$ cat src/hw/rtl/tgi_pkg.sv
// ----------------------------------------------------------------------------
// tgi_pkg
// Shared types, constants and helper functions of the turtle interpreter.
// ----------------------------------------------------------------------------
`default_nettype none

package tgi_pkg;

    localparam int STACK_DEPTH_DEF = 64;
    localparam int ENTRY_COUNT_DEF = 6;

    localparam int ENTRY_W   = 55;
    localparam int CFG_IDX_W = 3;
    localparam int IN_W      = 64;
    localparam int OUT_W     = 112;
    localparam int STK_W     = 73;
    localparam int CMDQ_DEPTH = 4;
    localparam int CMDQ_PW    = 2;
    localparam int CMDQ_CW    = 3;

    localparam logic [2:0] ACT_NONE    = 3'd0;
    localparam logic [2:0] ACT_SAVE    = 3'd1;
    localparam logic [2:0] ACT_RESTORE = 3'd2;
    localparam logic [2:0] ACT_ROTATE  = 3'd3;
    localparam logic [2:0] ACT_CIRCLE  = 3'd4;
    localparam logic [2:0] ACT_DRAW    = 3'd5;
    localparam logic [2:0] ACT_MOVE    = 3'd6;
    localparam logic [2:0] ACT_NONE_HI = 3'd7;

    localparam logic [1:0] KIND_LINE      = 2'd0;
    localparam logic [1:0] KIND_CIRCLE    = 2'd1;
    localparam logic [1:0] KIND_OVERFLOW  = 2'd2;
    localparam logic [1:0] KIND_UNDERFLOW = 2'd3;

    localparam logic [16:0] FULL_TURN    = 17'd92160;
    localparam logic [16:0] QUARTER_TURN = 17'd23040;
    localparam logic [16:0] HALF_TURN    = 17'd46080;
    localparam logic [16:0] THREE_QUARTER = 17'd69120;
    localparam logic [16:0] RAD_K        = 17'd73204;
    localparam logic [21:0] ROT_OFFSET   = 22'd552960;
    localparam logic [10:0] RECIP_45     = 11'd1456;
    localparam logic [9:0]  TURN_HI      = 10'd45;
    localparam logic [30:0] Q30_ONE      = 31'h4000_0000;
    localparam logic [51:0] ROUND_HALF   = 52'h20_0000_0000;

    typedef struct packed {
        logic               start;
        logic signed [15:0] sx;
        logic signed [15:0] sy;
        logic [16:0]        sang;
        logic [2:0]         act;
        logic signed [19:0] opt;
        logic [23:0]        col;
    } cmd_t;

    // divisors of the nested sine series, innermost first
    function automatic logic [6:0] series_div(input logic [2:0] i);
        logic [6:0] d;
        case (i)
            3'd0:    d = 7'd110;
            3'd1:    d = 7'd72;
            3'd2:    d = 7'd42;
            3'd3:    d = 7'd20;
            default: d = 7'd6;
        endcase
        return d;
    endfunction

    // floor(2^32 / divisor)
    function automatic logic [29:0] series_recip(input logic [2:0] i);
        logic [29:0] m;
        case (i)
            3'd0:    m = 30'd39045157;
            3'd1:    m = 30'd59652323;
            3'd2:    m = 30'd102261126;
            3'd3:    m = 30'd214748364;
            default: m = 30'd715827882;
        endcase
        return m;
    endfunction

endpackage

`default_nettype wire

$ cat src/hw/rtl/tgi_cmdq.sv
// ----------------------------------------------------------------------------
// tgi_cmdq
// Short command queue between the front and the back.
// ----------------------------------------------------------------------------
`default_nettype none

module tgi_cmdq (
    input  wire            clk,
    input  wire            rst_n,
    input  wire            push,
    input  tgi_pkg::cmd_t  push_cmd,
    output logic           full,
    input  wire            pop,
    output logic           avail,
    output tgi_pkg::cmd_t  head
);
    import tgi_pkg::*;

    cmd_t               slot_reg [CMDQ_DEPTH];
    logic [CMDQ_PW-1:0] wr_ptr_reg, wr_ptr_next;
    logic [CMDQ_PW-1:0] rd_ptr_reg, rd_ptr_next;
    logic [CMDQ_CW-1:0] cnt_reg, cnt_next;

    assign full  = (cnt_reg == CMDQ_CW'(CMDQ_DEPTH));
    assign avail = (cnt_reg != '0);
    assign head  = slot_reg[rd_ptr_reg];

    always_comb
    begin
        wr_ptr_next = push ? wr_ptr_reg + 1'b1 : wr_ptr_reg;
        rd_ptr_next = pop ? rd_ptr_reg + 1'b1 : rd_ptr_reg;
        cnt_next    = cnt_reg + CMDQ_CW'(push) - CMDQ_CW'(pop);
    end

    always_ff @(posedge clk or negedge rst_n)
    begin
        if (!rst_n)
        begin
            wr_ptr_reg <= '0;
            rd_ptr_reg <= '0;
            cnt_reg    <= '0;
        end
        else
        begin
            wr_ptr_reg <= wr_ptr_next;
            rd_ptr_reg <= rd_ptr_next;
            cnt_reg    <= cnt_next;
        end
    end

    always_ff @(posedge clk)
    begin
        if (push)
        begin
            slot_reg[wr_ptr_reg] <= push_cmd;
        end
    end

endmodule

`default_nettype wire

$ cat config.mk
export PLATFORM = sky130hd
export DESIGN_NAME = tgi_cmdq
export DESIGN_NICKNAME = d
export VERILOG_FILES = /design/src/hw/rtl/tgi_pkg.sv /design/src/hw/rtl/tgi_cmdq.sv
export SDC_FILE = /design/constraint.sdc
export NUM_CORES = 1
export LEC_CHECK = 0
export BUFFER_PORTS_ARGS = -buffer_cell sky130_fd_sc_hd__buf_2
export CAP_MARGIN = 0
export CORE_UTILIZATION = 55
export CTS_CLUSTER_DIAMETER = 80
export DETAILED_ROUTE_END_ITERATION = 7
export PLACE_DENSITY = 0.85
export SETUP_SLACK_MARGIN = 0.5
export SYNTH_ARGS = -nofsm -noshare
export SYNTH_HDL_FRONTEND = slang
export SYNTH_SLANG_ARGS = --single-unit
$ cat constraint.sdc
create_clock -name clk -period 4.9 [get_ports clk]
set_clock_uncertainty 0.2 [all_clocks]
set_input_delay 0.98 -clock clk [delete_from_list [all_inputs] [get_ports clk]]
set_output_delay 0.98 -clock clk [all_outputs]
set_load 0.1 [all_outputs]
==> impl_metrics.ini <==
[cts]
clockBufferDepth = 3
htreeDepth = 2
cts-buffers-inserted = 39
cts_resized = 0
cts-root-buf = sky130_fd_sc_hd__clkbuf_16
cts_hold_fix_bufs = 0
clock_sinks = 395
post-cts-setup-buffer-count = 0
cts_tree = done
cts.reportedPaths.clkPinSlew_ns = 0.06
insertion_delay_ns = 0.51

[synthesis]
ys_seq_elements = 395
yosys-mux-area-fraction_pct = 15.22
synth.yosys.warnings = 0
ys_top_cells_by_area = sky130_fd_sc_hd__edfxtp_1, sky130_fd_sc_hd__mux4_2, sky130_fd_sc_hd__dfrtp_1
post_synth_most_frequent_cells = sky130_fd_sc_hd__edfxtp_1, sky130_fd_sc_hd__mux4_2, sky130_fd_sc_hd__buf_2
synthesis.area_per_instance_um2 = 26.53
yosys.area_share.adder_pct = 0.6625
synth_enable_flop_cells = 388
share_of_flip_flops_with_an_asynchronous_set_or_reset_pct = 1.772
synth-seq-area-share_pct = 82.39
netlist.top_cell.by_area = sky130_fd_sc_hd__edfxtp_1
area_share_of_and_or_nand_nor_cells_after_synthesis_pct = 0.3138
syn-instance-count = 541
syn_nets = 649
synth_xor_xnor_area_share_pct = 0.3051
synthMostInstantiatedCell = sky130_fd_sc_hd__edfxtp_1
synth_compound_area_share_pct = 0.03487
synth-main-ff-cell = sky130_fd_sc_hd__edfxtp_1
synth_top_family_by_area = multiplexers
netlist_area_um2 = 14350
netlist-cell-type-count = 18
synth_top_cell_area_share_pct = 81.17

[timing]
final.setup.tns_ns = 0
fin_crit_sh_pct = 76.02
timing_hold_violations_final = 0
worst_pin_slew_ns = 0.8083
max_clock_freq_ghz = 0.2685
relative_slew_margins_pct = 46.12
finalWorstSetupSlack_ns = 1.175
rsz0062_at_grt = no
finalHoldWorstSlack_ns = 0.09665
number_of_max_slew_violations_in_the_final_report = 0
period_minus_slack_ns = 3.725
finalSetupViolCount = 0

[place]
place.port_buffers = 199
place.gp.congestion = 0.6958
dp_slack_ns = 1.696
dp.final_hpwl_mm = 15.27
placement.cell_area_um2 = 15790

[critical_path]
worst-path-max-fanout = 53
worstPathRequired_ns = 3.72
worst_path_largest_cell_delay_ns = 0.90
timing.setup.critical_path_class = reg -> out
reg2reg_from = wr_ptr_reg[1]
cp-end-kind = output pin
crit_path_start = rd_ptr_reg[1]
timing.critical_path.arrival_ns = 2.55
crit_path_top_delay_cell = sky130_fd_sc_hd__dfrtp_4
critPathLaunchType = register
crit_chain = buf_12, mux4_2, buf_2

[detailed_routing]
wl_cell_um = 22.67
num_vias = 6309
drt_pre_antenna_iters = 5
wirelength_mm = 25.54
drtAntennaViolNets = 0
drt_drc_violations_left = 0
dr.first_iter.drc_count = 577
routed_via_density = 5.598

[run_status]
outcome = finished clean

[final_layout]
filler_cell_count = 1586
syn_to_final_growth_pct = 18.10
layout.nets = 874
layout-drive-gt1-share_pct = 44.58
postLayoutCellArea_um2 = 16950
largest_reg_flops = 388

[global_route]
first_pass_grt_wire_length_mm = 37.83
grt_antenna_before_repair = 6
grt.total_usage_pct = 19.17
gr-usage-met3_pct = 4.647
global_route.usage.met1_pct = 24.35
top_usage_layer = met2
grt_start_max_net_pins = 67
grtUsageMet2_pct = 33.03
overflow = 0
first_global_vias = 6672

[hold_path]
hold_path.class = in -> async

[die]
initial_utilization_pct = 56.51
placeableCoreArea_um2 = 25400
die_y_um = 163.6
chipWidth_um = 163.6
io_pins = 200
dieArea_um2 = 26750
placementRows = 58

[flow_run]
maxCapViolations = 0
## metal layers
metal | up-vias | wire length [um] | share of wire [%]
li1 | 2787 | - | -
met1 | 3261 | 9920 | 39
met2 | 219 | 13500 | 53
met3 | 38 | 1642 | 6.4
met4 | 4 | 454 | 1.8
met5 | - | 27 | 0.11
## kinds of logic (layout without fill, tap and decap cells)
kind of cell	after synthesis	after routing
compound gates	1	1
xor+xnor	5	5
fa+ha+maj	7	7
buf+inv	28	281
flops	395	395
mux	97	97
other cells	0	3
simple gates	8	8
## critical path, delay by kind of cell (launching register included)
kind / cells / cell delay (ns)
flops: 1 / 0.90
buf+inv: 2 / 0.80
mux: 1 / 0.28
## area by class of cell
| class | instances | area [um2] | area share [%] |
|---|---|---|---|
| diodes | 3 | 7.507 | 0.04429 |
| clock buffers | 52 | 1025 | 6.045 |
| clock inverters | 17 | 130.1 | 0.7676 |
| inverters | 6 | 22.52 | 0.1329 |
| multi-input cells | 118 | 2384 | 14.06 |
| flip-flops and latches | 395 | 11830 | 69.81 |
| well taps | 330 | 412.9 | 2.436 |
| repair buffers | 206 | 1136 | 6.702 |
## cell usage in the layout, fill, tap and decap left out, types with 3 or more instances in the layout
cell type / count
sky130_fd_sc_hd__edfxtp_1: 388
sky130_fd_sc_hd__buf_2: 199
sky130_fd_sc_hd__mux4_2: 97
sky130_fd_sc_hd__clkbuf_16: 39
sky130_fd_sc_hd__clkbuf_1: 13
sky130_fd_sc_hd__clkinv_1: 11
sky130_fd_sc_hd__buf_12: 7
sky130_fd_sc_hd__inv_1: 6
sky130_fd_sc_hd__ha_1: 6
sky130_fd_sc_hd__dfrtp_1: 5
sky130_fd_sc_hd__and2_4: 4
sky130_fd_sc_hd__diode_2: 3
sky130_fd_sc_hd__xnor2_1: 3
## through the flow
step / cells / utilization [%]
finish: 1127 / 66.74
global route: 1125 / 66.72
CTS: 1124 / 66.71
detailed placement: 1055 / 62.16
global placement: 1055 / 62.16
floorplan: 541 / -
## worst paths after layout
kind | endpoint | slack (ns) | depth (start not counted)
worst max-delay path | head[57] | 1.17 | 3
worst min-delay path | wr_ptr_reg[1] | 0.1 | 1
worst max register to register | slot_reg[0][59] | 2.60 | 4
worst min register to register | wr_ptr_reg[0] | 0.33 | 1
max in group asynchronous | rd_ptr_reg[0] | 4.20 | 1
min in group clk | wr_ptr_reg[0] | 0.33 | 1
Power is left out: the tool's default activity adds up to more than one toggle a clock period on the data nets, which glitch-free logic cannot reach.
