<file path="config.mk">
export PLATFORM = sky130hd
export DESIGN_NAME = tgi_front
export DESIGN_NICKNAME = d
export VERILOG_FILES = /design/src/hw/rtl/tgi_pkg.sv /design/src/hw/rtl/tgi_front.sv
export SDC_FILE = /design/constraint.sdc
export NUM_CORES = 1
export LEC_CHECK = 0
export ABC_AREA = 1
export BUFFER_PORTS_ARGS = -buffer_cell sky130_fd_sc_hd__buf_4
export CAP_MARGIN = 20
export CELL_PAD_IN_SITES_DETAIL_PLACEMENT = 2
export CELL_PAD_IN_SITES_GLOBAL_PLACEMENT = 2
export CORE_UTILIZATION = 30
export DETAILED_ROUTE_END_ITERATION = 8
export PLACE_DENSITY = 0.77
export SETUP_SLACK_MARGIN = 0.3
export SLEW_MARGIN = 20
export SYNTH_ARGS = -nofsm -noshare
export SYNTH_HDL_FRONTEND = slang
export SYNTH_SLANG_ARGS = --single-unit
</file>
<file path="constraint.sdc">
create_clock -name clk -period 1.4 [get_ports clk]
set_input_delay 0.07 -clock clk [delete_from_list [all_inputs] [get_ports clk]]
set_output_delay 0.07 -clock clk [all_outputs]
set_load 0.05 [all_outputs]
</file>
<file path="src/hw/rtl/tgi_pkg.sv">
// ----------------------------------------------------------------------------
// tgi_pkg
// Shared types, constants and helper functions of the turtle interpreter.
// ----------------------------------------------------------------------------
`default_nettype none

package tgi_pkg;

    localparam int STACK_DEPTH_DEF = 64;
    localparam int ENTRY_COUNT_DEF = 6;

    localparam int ENTRY_W   = 55;
    localparam int CFG_IDX_W = 3;
    localparam int IN_W      = 64;
    localparam int OUT_W     = 112;
    localparam int STK_W     = 73;
    localparam int CMDQ_DEPTH = 4;
    localparam int CMDQ_PW    = 2;
    localparam int CMDQ_CW    = 3;

    localparam logic [2:0] ACT_NONE    = 3'd0;
    localparam logic [2:0] ACT_SAVE    = 3'd1;
    localparam logic [2:0] ACT_RESTORE = 3'd2;
    localparam logic [2:0] ACT_ROTATE  = 3'd3;
    localparam logic [2:0] ACT_CIRCLE  = 3'd4;
    localparam logic [2:0] ACT_DRAW    = 3'd5;
    localparam logic [2:0] ACT_MOVE    = 3'd6;
    localparam logic [2:0] ACT_NONE_HI = 3'd7;

    localparam logic [1:0] KIND_LINE      = 2'd0;
    localparam logic [1:0] KIND_CIRCLE    = 2'd1;
    localparam logic [1:0] KIND_OVERFLOW  = 2'd2;
    localparam logic [1:0] KIND_UNDERFLOW = 2'd3;

    localparam logic [16:0] FULL_TURN    = 17'd92160;
    localparam logic [16:0] QUARTER_TURN = 17'd23040;
    localparam logic [16:0] HALF_TURN    = 17'd46080;
    localparam logic [16:0] THREE_QUARTER = 17'd69120;
    localparam logic [16:0] RAD_K        = 17'd73204;
    localparam logic [21:0] ROT_OFFSET   = 22'd552960;
    localparam logic [10:0] RECIP_45     = 11'd1456;
    localparam logic [9:0]  TURN_HI      = 10'd45;
    localparam logic [30:0] Q30_ONE      = 31'h4000_0000;
    localparam logic [51:0] ROUND_HALF   = 52'h20_0000_0000;

    typedef struct packed {
        logic               start;
        logic signed [15:0] sx;
        logic signed [15:0] sy;
        logic [16:0]        sang;
        logic [2:0]         act;
        logic signed [19:0] opt;
        logic [23:0]        col;
    } cmd_t;

    // divisors of the nested sine series, innermost first
    function automatic logic [6:0] series_div(input logic [2:0] i);
        logic [6:0] d;
        case (i)
            3'd0:    d = 7'd110;
            3'd1:    d = 7'd72;
            3'd2:    d = 7'd42;
            3'd3:    d = 7'd20;
            default: d = 7'd6;
        endcase
        return d;
    endfunction

    // floor(2^32 / divisor)
    function automatic logic [29:0] series_recip(input logic [2:0] i);
        logic [29:0] m;
        case (i)
            3'd0:    m = 30'd39045157;
            3'd1:    m = 30'd59652323;
            3'd2:    m = 30'd102261126;
            3'd3:    m = 30'd214748364;
            default: m = 30'd715827882;
        endcase
        return m;
    endfunction

endpackage

`default_nettype wire

</file>
<file path="src/hw/rtl/tgi_front.sv">
// ----------------------------------------------------------------------------
// tgi_front
// Holds the action entries, matches each symbol and builds a command.
// ----------------------------------------------------------------------------
`default_nettype none

module tgi_front #(
    parameter int ENTRY_COUNT = tgi_pkg::ENTRY_COUNT_DEF
) (
    input  wire                             clk,
    input  wire                             rst_n,
    input  wire                             cfg_valid,
    output logic                            cfg_ready,
    input  wire  [tgi_pkg::CFG_IDX_W-1:0]   cfg_index,
    input  wire  [tgi_pkg::ENTRY_W-1:0]     cfg_data,
    input  wire                             s_tvalid,
    output logic                            s_tready,
    input  wire  [tgi_pkg::IN_W-1:0]        s_tdata,
    input  wire                             s_tuser,
    input  wire                             q_full,
    output logic                            q_push,
    output tgi_pkg::cmd_t                   q_cmd
);
    import tgi_pkg::*;

    logic [ENTRY_W-1:0] entry_reg [ENTRY_COUNT];
    logic [ENTRY_W-1:0] sel_entry;
    logic               hit;
    logic [16:0]        ang;

    assign cfg_ready = 1'b1;
    assign s_tready  = !q_full;
    assign q_push    = s_tvalid && !q_full;

    always_ff @(posedge clk or negedge rst_n)
    begin
        if (!rst_n)
        begin
            for (int i = 0; i < ENTRY_COUNT; i++)
            begin
                entry_reg[i] <= '0;
            end
        end
        else if (cfg_valid)
        begin
            for (int i = 0; i < ENTRY_COUNT; i++)
            begin
                if (cfg_index == CFG_IDX_W'(i))
                begin
                    entry_reg[i] <= cfg_data;
                end
            end
        end
    end

    // lowest matching entry wins
    always_comb
    begin
        sel_entry = '0;
        hit       = 1'b0;
        for (int i = ENTRY_COUNT - 1; i >= 0; i--)
        begin
            if (entry_reg[i][7:0] == s_tdata[7:0])
            begin
                sel_entry = entry_reg[i];
                hit       = 1'b1;
            end
        end
    end

    always_comb
    begin
        ang = s_tdata[56:40];
        if (ang >= FULL_TURN)
        begin
            ang = ang - FULL_TURN;
        end
        q_cmd.start = s_tuser;
        q_cmd.sx    = s_tdata[23:8];
        q_cmd.sy    = s_tdata[39:24];
        q_cmd.sang  = ang;
        q_cmd.act   = hit ? sel_entry[10:8] : ACT_NONE;
        q_cmd.opt   = sel_entry[30:11];
        q_cmd.col   = sel_entry[54:31];
    end

endmodule

`default_nettype wire

</file>
==> metrics.txt <==
# TYPE chip_impl_metric gauge
chip_impl_metric{name="arrival_time_of_the_worst_setup_path",unit="ns"} 2.71
chip_impl_metric{name="timing.final.setup_violations",unit=""} 47
chip_impl_info{name="worst_setup_path_end_kind",value="output port"} 1
chip_impl_metric{name="max_cap_viol_count",unit=""} 0
chip_impl_metric{name="gpl.final_weighted_congestion",unit=""} 0.754
chip_impl_metric{name="die_h",unit="um"} 236
chip_impl_metric{name="synth_area",unit="sq um"} 16400
chip_impl_metric{name="synth.net_count",unit=""} 2243
chip_impl_info{name="status",value="finished, violations left"} 1
chip_impl_metric{name="first_global_vias",unit=""} 17900
chip_impl_metric{name="synth-seq-area-share",unit=""} 0.502
chip_impl_metric{name="groute.usage.overall",unit=""} 0.238
chip_impl_metric{name="vdd.ir_drop.worst",unit="uV"} 825
chip_impl_info{name="layout.cells.most_common",value="nand2_1"} 1
chip_impl_metric{name="p_switching",unit="mW"} 9.51
chip_impl_metric{name="antenna_violations_before_repair",unit=""} 0
chip_impl_info{name="cts_tree",value="yes"} 1
chip_impl_metric{name="route.detailed.wl_per_inst",unit="um"} 24.9
chip_impl_metric{name="layout-drive-gt1-share",unit=""} 0.309
chip_impl_metric{name="synth_top_cell_area_share",unit=""} 0.502
chip_impl_metric{name="finalHoldViolCount",unit=""} 6
chip_impl_info{name="final_cell_mix",value="nand2_1, o21ai_0, dfrtp_1, buf_4, inv_1"} 1
chip_impl_metric{name="die_area",unit="sq um"} 55700
chip_impl_info{name="cells_taking_the_most_area_after_synthesis",value="dfrtp_1, nand2_1, o21ai_0, nand3_1, inv_1"} 1
chip_impl_metric{name="largest_register_ffs",unit=""} 330
chip_impl_metric{name="synthCells",unit=""} 2114
chip_impl_metric{name="worst-r2r-cell-count",unit=""} 4
chip_impl_metric{name="number_of_max_slew_violations_in_the_final_report",unit=""} 0
chip_impl_metric{name="grt_first_pass_wirelength",unit="mm"} 104
chip_impl_metric{name="core_region_area",unit="sq um"} 54000
chip_impl_metric{name="detail_route.wirelength",unit="mm"} 76.3
chip_impl_metric{name="power.internal",unit="mW"} 20.9
chip_impl_metric{name="timing.final.ws_setup",unit="ns"} -1.38
chip_impl_info{name="critPathLaunchType",value="register"} 1
chip_impl_metric{name="maxClockFrequency",unit="GHz"} 0.359
chip_impl_metric{name="top_level_ports",unit=""} 228
chip_impl_metric{name="postLayoutCellArea",unit="sq um"} 23500
chip_impl_metric{name="antenna_cells",unit=""} 0
chip_impl_metric{name="htreeDepth",unit=""} 2
chip_impl_metric{name="clk_path_buf_depth",unit=""} 3
chip_impl_metric{name="seq_power_share",unit=""} 0.419
chip_impl_info{name="holdCritPathClass",value="in -> async"} 1
chip_impl_info{name="synth_largest_area_cell",value="dfrtp_1"} 1
chip_impl_metric{name="hpwlAfterDp",unit="mm"} 39.4
chip_impl_metric{name="path_clk_slew",unit="ns"} 0.06
chip_impl_metric{name="yosys_warnings",unit=""} 0
chip_impl_metric{name="syn_to_final_growth",unit="%"} 42.9
chip_impl_metric{name="port_buffers",unit=""} 153
chip_impl_metric{name="number_of_detailed_route_iterations_in_the_first_pass",unit=""} 5
chip_impl_metric{name="num_rows",unit=""} 85
chip_impl_metric{name="critical_path_fanouts_max",unit=""} 6
chip_impl_metric{name="share_clk_of_total_power",unit=""} 0.386
chip_impl_info{name="worstSetupPathType",value="reg -> out"} 1
chip_impl_metric{name="netSwitchingFraction",unit=""} 0.313
chip_impl_metric{name="drt-initial-drc-count",unit=""} 852
chip_impl_metric{name="die_x",unit="um"} 236
chip_impl_metric{name="dpl-instance-area",unit="sq um"} 19300
chip_impl_metric{name="globalRouteOverflowTotal",unit=""} 0
chip_impl_metric{name="initial_core_util",unit=""} 0.304
chip_impl_metric{name="place_worst_setup_slack",unit="ns"} -0.694
chip_impl_metric{name="p_per_area",unit="nW/um^2"} 1290
chip_impl_metric{name="static_leak",unit="nW"} 11.4
chip_impl_info{name="rsz0062_at_grt",value="true"} 1
chip_impl_metric{name="postRouteAntennaNets",unit=""} 0
chip_impl_metric{name="clock_insertion_delay_worst_skew",unit="ns"} 0.56
chip_impl_metric{name="timing.final.crit_period",unit="ns"} 2.78
chip_impl_info{name="violations",value="hold timing, setup timing"} 1
chip_impl_metric{name="largest_net_degree_at_the_start_of_global_routing",unit=""} 75
chip_impl_metric{name="nets",unit=""} 2468
chip_impl_info{name="root_cell_of_the_clock_tree",value="clkbuf_16"} 1
chip_impl_metric{name="whs",unit="ns"} -0.00370
chip_impl_metric{name="cts_inserted_buffers",unit=""} 40
chip_impl_metric{name="fin_worst_skew",unit="ns"} 0
chip_impl_metric{name="synth_seq_cells",unit=""} 330
chip_impl_metric{name="via_per_inst",unit=""} 5.30
chip_impl_metric{name="drcViolationCount",unit=""} 0
chip_impl_metric{name="n_fill_cell",unit=""} 5765
chip_impl_metric{name="worst_ep_required_time",unit="ns"} 1.33
chip_impl_metric{name="synth.distinct_cells",unit=""} 30
chip_impl_metric{name="setup-tns-final",unit="ns"} -60.07
chip_impl_metric{name="layout_worst_path_cycle_share",unit=""} 1.99
chip_impl_metric{name="combPwrFrac",unit=""} 0.195
chip_impl_metric{name="clock_sinks",unit=""} 330
chip_impl_metric{name="route.vias.total",unit=""} 16200
chip_impl_metric{name="syn_area_per_cell",unit="sq um"} 7.77
timing repair:
| action | 4_1_cts | 5_1_grt |
|---|---|---|
| hold buffers | 56 | 0 |
| buffers inserted | 16 | 26 |
| pin swaps | 23 | 54 |
| hold endpoints to repair | 658 | 0 |
| gates cloned | 4 | 15 |
| gates resized for setup | 187 | 163 |
| setup endpoints to repair | 53 | 53 |
cell usage after synthesis:
| library cell | instances |
|---|---|
| a21oi_1 | 23 |
| dfrtp_1 | 330 |
| a22oi_1 | 20 |
| nor2_2 | 3 |
| nand2_4 | 2 |
| clkbuf_1 | 72 |
| inv_2 | 6 |
| nor4_1 | 2 |
| or2_2 | 2 |
| buf_6 | 23 |
| inv_4 | 2 |
| nand4_1 | 2 |
| ha_1 | 1 |
| nand3b_1 | 5 |
| inv_1 | 148 |
| o21bai_1 | 1 |
| xor2_1 | 6 |
| xnor2_1 | 16 |
| nor2_4 | 8 |
| o21ai_0 | 336 |
| nand3_1 | 147 |
| conb_1 | 1 |
| nor3_1 | 2 |
| xnor2_2 | 2 |
| buf_2 | 22 |
| nand2_1 | 778 |
| buf_1 | 2 |
| nor2_1 | 60 |
| buf_4 | 57 |
| nand2_2 | 35 |
stage by stage:
stage | instances | power (mW) | util
3_3_place_gp | 2876 | 16.8 | 0.358
5_1_grt | 3059 | 31.5 | 0.435
3_5_place_dp | 2876 | 17.3 | 0.358
2_1_floorplan | 2114 | 15.5 | -
4_1_cts | 3018 | 29.5 | 0.413
6_report | 3059 | 30.4 | 0.435
critical path: stages (launching register included):
cell	delay (ns)
dfrtp_1	0.41
inv_1	0.09
nand2_2	0.07
nand2_2	0.09
nor2_4	0.05
nand2_2	0.11
nor2_4	0.06
buf_12	0.14
nor2_4	0.16
buf_12	0.18
buf_4	0.13
nand2_1	0.10
nor2_1	0.19
nor2_2	0.08
nor2_4	0.11
buf_8	0.15
worst paths after layout:
| check | start | to | slack, ns |
|---|---|---|---|
| setup / recovery | entry_reg[169] | q_cmd[46] | -1.38 |
| hold / removal | rst_n | entry_reg[202] | -0.004 |
| setup reg to reg | entry_reg[220] | entry_reg[220] | 0.39 |
| hold reg to reg | entry_reg[270] | entry_reg[270] | 0.49 |
| max in group asynchronous | rst_n | entry_reg[287] | 0.70 |
| min in group clk | s_tdata[24] | q_cmd[64] | 0.14 |
power by group through the flow:
| stage | clock [mW] | combinational [mW] | sequential, mW |
|---|---|---|---|
| 3_5_place_dp | 0 | 4.64 | 12.7 |
| 4_1_cts | 11.8 | 5.14 | 12.5 |
| 3_3_place_gp | 0 | 4.29 | 12.5 |
| 5_1_grt | 12.2 | 6.47 | 12.9 |
| 6_report | 11.7 | 5.92 | 12.7 |
| 2_1_floorplan | 0 | 3.23 | 12.3 |
logic make-up (layout without fill, tap and decap cells):
family                   after synthesis  in the layout  share of synthesized area
XOR/XNOR                              24             24                     0.0137
adder cells (fa/ha/maj)                1              1                   0.000761
buffers and inverters                332            581                      0.101
other                                  1              1                   0.000228
AO/OA/AOI/OAI                        380            380                      0.119
flip-flops                           330            330                      0.502
AND/OR/NAND/NOR                     1046           1046                      0.263
layout make-up:
| cell class | instances | area [sq um] | area share |
|---|---|---|---|
| Clock buffer | 52 | 1120 | 0.0476 |
| Timing Repair Buffer | 359 | 4290 | 0.183 |
| Multi-Input combinational cell | 1452 | 8050 | 0.343 |
| Tap cell | 696 | 871 | 0.0371 |
| Inverter | 156 | 593 | 0.0253 |
| Clock inverter | 14 | 304 | 0.0129 |
| Sequential cell | 330 | 8260 | 0.352 |
routing by layer:
layer / vias up / wire [um] / global-route usage
li1: 7106 / - / -
met1: 8456 / 30700 / 0.292
met2: 480 / 39300 / 0.427
met3: 157 / 3210 / 0.0296
met4: 0 / 3060 / 0.0842
met5: - / 0 / 0
Note: power is estimated with default switching activity, not from simulation.
